==> config.mk <==
export PLATFORM = sky130hd
export DESIGN_NAME = swm_cell
export DESIGN_NICKNAME = d
export VERILOG_FILES = /design/src/rtl/swm_pkg.sv /design/src/rtl/swm_cell.sv
export SDC_FILE = /design/constraint.sdc
export NUM_CORES = 1
export LEC_CHECK = 0
export BUFFER_PORTS_ARGS = -buffer_cell sky130_fd_sc_hd__buf_2
export CORE_ASPECT_RATIO = 1.75
export CORE_UTILIZATION = 25
export CTS_BUF_LIST = sky130_fd_sc_hd__clkbuf_4
export DETAILED_ROUTE_END_ITERATION = 8
export PLACE_DENSITY_LB_ADDON = 0.3
export SYNTH_ARGS = -nofsm -noshare
export SYNTH_HDL_FRONTEND = slang
export SYNTH_SLANG_ARGS = --single-unit
==> constraint.sdc <==
create_clock -name clk -period 3.5 [get_ports clk]
set_clock_uncertainty 0.05 [all_clocks]
set_input_delay 0.175 -clock clk [delete_from_list [all_inputs] [get_ports clk]]
set_output_delay 0.175 -clock clk [all_outputs]
set_load 0.03 [all_outputs]
==> src/rtl/swm_pkg.sv <==
// ----------------------------------------------------------------------------
// Sliding window maximum: package
// Shared constants and the cell control bundle.
// ----------------------------------------------------------------------------
package swm_pkg;

	localparam int MAX_WINDOW_DEF  = 64;
	localparam int SAMPLE_BITS_DEF = 32;
	localparam int CFG_W           = 7;

	localparam logic [CFG_W-1:0] WINDOW_RESET = CFG_W'(3);

	// broadcast to every cell
	typedef struct packed {
		logic take;   // transaction accepted this cycle
		logic shift;  // move contents one cell toward the front
		logic start;  // discard all candidates
	} swm_ctl_t;

endpackage

==> src/rtl/swm_cell.sv <==
// ----------------------------------------------------------------------------
// Sliding window maximum: candidate cell
// Holds one candidate (value, age); keeps it, takes the new sample or
// empties, and shifts toward the front when the front candidate expires.
// ----------------------------------------------------------------------------
module swm_cell #(
	parameter int SAMPLE_BITS = swm_pkg::SAMPLE_BITS_DEF,
	parameter int AGE_W       = $clog2(swm_pkg::MAX_WINDOW_DEF + 1)
) (
	input  logic                          clk,
	input  logic                          arst_n,
	input  swm_pkg::swm_ctl_t             ctl,
	input  logic signed [SAMPLE_BITS-1:0] sample,
	input  logic [AGE_W-1:0]              win,
	input  logic                          nxt_valid,
	input  logic signed [SAMPLE_BITS-1:0] nxt_value,
	input  logic [AGE_W-1:0]              nxt_age,
	input  logic                          prev_keep,
	output logic                          keep,
	output logic                          valid,
	output logic signed [SAMPLE_BITS-1:0] value,
	output logic [AGE_W-1:0]              age
);
	import swm_pkg::*;

	logic                          valid_q;
	logic signed [SAMPLE_BITS-1:0] value_q;
	logic [AGE_W-1:0]              age_q;

	logic                          sel_valid;
	logic signed [SAMPLE_BITS-1:0] sel_value;
	logic [AGE_W-1:0]              sel_age;
	logic [AGE_W-1:0]              age_inc;
	logic                          ins;

	always_comb begin
		sel_valid = ctl.shift ? nxt_valid : valid_q;
		sel_value = ctl.shift ? nxt_value : value_q;
		sel_age   = ctl.shift ? nxt_age   : age_q;
		age_inc   = sel_age + AGE_W'(1);
		keep      = !ctl.start && sel_valid && (sel_value >= sample) && (age_inc < win);
		ins       = !keep && prev_keep;
	end

	always_ff @(posedge clk or negedge arst_n) begin
		if (!arst_n) begin
			valid_q <= 1'b0;
		end else if (ctl.take) begin
			valid_q <= keep || ins;
		end else if (ctl.shift) begin
			valid_q <= nxt_valid;
		end
	end

	always_ff @(posedge clk) begin
		if (ctl.take) begin
			if (keep) begin
				value_q <= sel_value;
				age_q   <= age_inc;
			end else begin
				value_q <= sample;
				age_q   <= '0;
			end
		end else if (ctl.shift) begin
			value_q <= nxt_value;
			age_q   <= nxt_age;
		end
	end

	assign valid = valid_q;
	assign value = value_q;
	assign age   = age_q;

endmodule

==> out/metrics.csv <==
stage,metric,value,unit
setup_path,path_cells,mux2i_2 -> inv_2 -> ha_2 -> nand3_2 -> nor3b_2 -> xnor2_1 -> ha_1 -> nand4_1 -> nand3_1 -> a21oi_4 -> o211ai_2 -> and2_4 -> inv_1 -> buf_2,
cells_and_area,mostFrequentLayoutCells,"buf_2, inv_1, mux2_2",
worst_hold_path,hp-start,prev_keep,
synthesis,ys_seq_area_frac,0.266,
power,leakage,2.19,nW
detailed_routing,drc,0,
placed_design,io_buffers,125,
setup_path,crit_type,register to output port,
sta,hold_viol,0,
cts,clk_latency,370,ps
floorplanning,initial_utilization,0.260,
cts,numCtsBuffers,5,
setup_path,r2r-start,age[0]$_DFF_P_,
synthesis,avgSynthCellArea,10.2,sq um
synthesis,synth-edff-count,0,
setup_path,end_kind,output port,
cts,h-tree-depth,2,
worst_hold_path,hold_depth,3,
cells_and_area,areaGrowthSynthToFinish,39.8,%
detailed_routing,firstDrtPassIters,3,
setup_path,arrival,3050,ps
outcome,outcome,"complete, no violations",
power,p_per_area,349,nW/um^2
setup_path,crit_required,3270,ps
setup_path,critPathSlowestCell,dfxtp_2,
sta,max_slew_margin,0.754,
floorplanning,coreArea,11600,sq um
cts,cts_buffer_depth,2,
placed_design,dp_hpwl,6.15,mm
sta,setup_slack,225,ps
cts,cts-root-buf,clkbuf_4,
setup_path,rrSetupSlack,350,ps
worst_hold_path,whs_endpoint,valid$_DFF_PN0_,
floorplanning,die_y,148,um
synthesis,yosys.cell_types.count,42,
detailed_routing,first_iter_violations,34,
setup_path,r2r-end,value[31]$_DFF_P_,
setup_path,start_kind,register,
sta,setup_viol_count_final,0,
cts,cts.sinks,40,
cts,cts_tree,yes,
setup_path,reg2reg_depth,14,
global_routing,antenna_found_initial,1,
floorplanning,die_w,85.2,um
global_routing,grt_pass1_wl,12.2,mm
worst_hold_path,min_path_type,input pin to register,
placed_design,place_congestion,0.766,
cts,cts.clk_slew.worst_paths,140,ps
synthesis,synth_largest_area_cell,dfxtp_1,
synthesis,ys_ff_latch,40,
sta,min_period_over_period,0.936,
cells_and_area,final_area,4230,sq um
detailed_routing,viasPerCell,4.42,
global_routing,gr-total-overflow,0,
synthesis,synth_flop_cell,dfxtp_1,
synthesis,syn-num-nets,421,
floorplanning,row_count,52,
placed_design,placed_cell_area,3810,sq um
sta,rsz0062_at_grt,false,
sta,slew_viol_final,0,
setup_path,path_delay_family,simple AND/OR/NAND/NOR gates,
power,vdd_drop_max,0.000133,V
detailed_routing,detail-route-antenna-nets,0,
synthesis,ys_warn_count,0,
global_routing,grt_max_degree,35,
cells_and_area,layout.nets,582,
cells_and_area,final_common_cell,buf_2,
detailed_routing,wire_per_inst,12.8,um
synthesis,netlist_area,3030,sq um
global_routing,grt_pass1_vias,2693,
sta,min_period,3280,ps
setup_path,cp_max_fo,5,
floorplanning,die-area,12600,sq um
setup_path,max_stage_delay,350,ps
floorplanning,num_io_pins,126,
cts,cts_setup_buffers,0,
synthesis,synthArstFlopShare,0.0250,
cells_and_area,fillers,1213,
synthesis,synth_top_cell_area_share,0.258,
run,maxCapViolCount,0,
cells_and_area,drive_gt1_frac,0.481,
global_routing,grt_usage,0.123,
detailed_routing,finalWirelength,7.60,mm
placed_design,post-place-ws,-28.2,ps
sta,max_freq,0.305,GHz
setup_path,crit_buf_inv,3,
synthesis,synth_cells,297,
detailed_routing,num_vias,2632,
cells_and_area,final_core_util,0.363,
synthesis,ys_top_cells_by_area,"dfxtp_1, ha_1, mux2_2",
sta,tightest_slew,359,ps
layer usage:
| layer | vias to the layer above | GRT usage | wire, um |
|---|---|---|---|
| li1 | 1362 | - | - |
| met2 | 73 | 0.239 | 4160 |
| met4 | 0 | 0.0534 | 143 |
| met3 | 7 | 0.0207 | 328 |
| met1 | 1190 | 0.127 | 2960 |
| met5 | - | 0 | 0 |
power breakdown:
part / internal, mW / switching, mW / total [mW]
clock: 0.0741 / 0.171 / 0.245
combinational: 0.321 / 0.362 / 0.684
sequential: 0.520 / 0.0298 / 0.550
layout make-up:
| type | instances | area, sq um | share of cell area |
|---|---|---|---|
| multi-input cells | 204 | 2000 | 0.472 |
| clock buffers | 5 | 37.5 | 0.00887 |
| flip-flops and latches | 40 | 808 | 0.191 |
| clock inverters | 3 | 13.8 | 0.00325 |
| diodes | 1 | 2.50 | 0.000591 |
| well taps | 135 | 169 | 0.0399 |
| repair buffers | 165 | 1050 | 0.247 |
| inverters | 42 | 158 | 0.0373 |
worst min-delay path, cell delays in order:
cell	delay (ps)
buf_2	100
nor2_1	70
a22oi_1	70
how the worst max path moves through the flow:
stage / to / from / slack [ps] / cells after the start
after floorplan: value[10]$_DFF_P_ / ctl[1] / 220 / 13
after global placement: value[31]$_DFF_P_ / ctl[1] / 30 / 15
after detailed placement: value[31]$_DFF_P_ / ctl[1] / -30 / 16
after CTS: keep / age[1]$_DFF_P_ / 5 / 14
after global routing: keep / age[0]$_DFF_P_ / 4 / 14
final: keep / age[0]$_DFF_P_ / 220 / 14
cells in the mapped netlist, types with 2 or more instances:
cell type / number
mux2_2: 39
dfxtp_1: 39
inv_1: 41
o22ai_1: 3
nand2_1: 16
xor2_1: 2
ha_1: 39
a21oi_1: 12
nor3_1: 3
buf_2: 2
o211ai_1: 3
buf_12: 3
xnor2_1: 3
nor2_1: 8
o21ai_0: 8
clkbuf_1: 2
mux2i_1: 8
a211oi_1: 3
buf_1: 3
nand4_1: 4
nor3b_2: 2
a21o_1: 3
mux2_4: 27
nand3_1: 6
cell families (layout without fill, tap and decap cells):
logic type	after synthesis	after routing	share of synthesized area
multiplexers	74	74	0.305
buffers and inverters	53	215	0.0839
AND/OR/NAND/NOR	47	47	0.0852
flip-flops	40	40	0.266
adder cells (fa/ha/maj)	39	39	0.161
AO/OA/AOI/OAI	39	39	0.0835
XOR/XNOR	5	5	0.0145
other	0	1	0
repair_timing:
action                                  CTS  global route
endpoints found under the setup margin    1             1
hold endpoints to repair                 33             0
hold buffers                             33             0
pin swaps                                 0             3
gates resized for setup                   4             6
cloned                                    0             0
through the flow:
step / hold slack [ps] / cells / TNS, ps / total power, mW
global placement: -99.2 / 553 / 0 / 1.21
CTS: 0.980 / 594 / 0 / 1.51
finish: 17.8 / 595 / 0 / 1.48
floorplan: -171 / 297 / 0 / 1.03
detailed placement: -98.0 / 553 / -89.7 / 1.22
global route: 16.1 / 595 / 0 / 1.59
registers in the layout, indices dropped and copies added, names as in the netlist:
signal and count:
age 7, valid 1, value 32
Note: power is estimated with default switching activity, not from simulation.
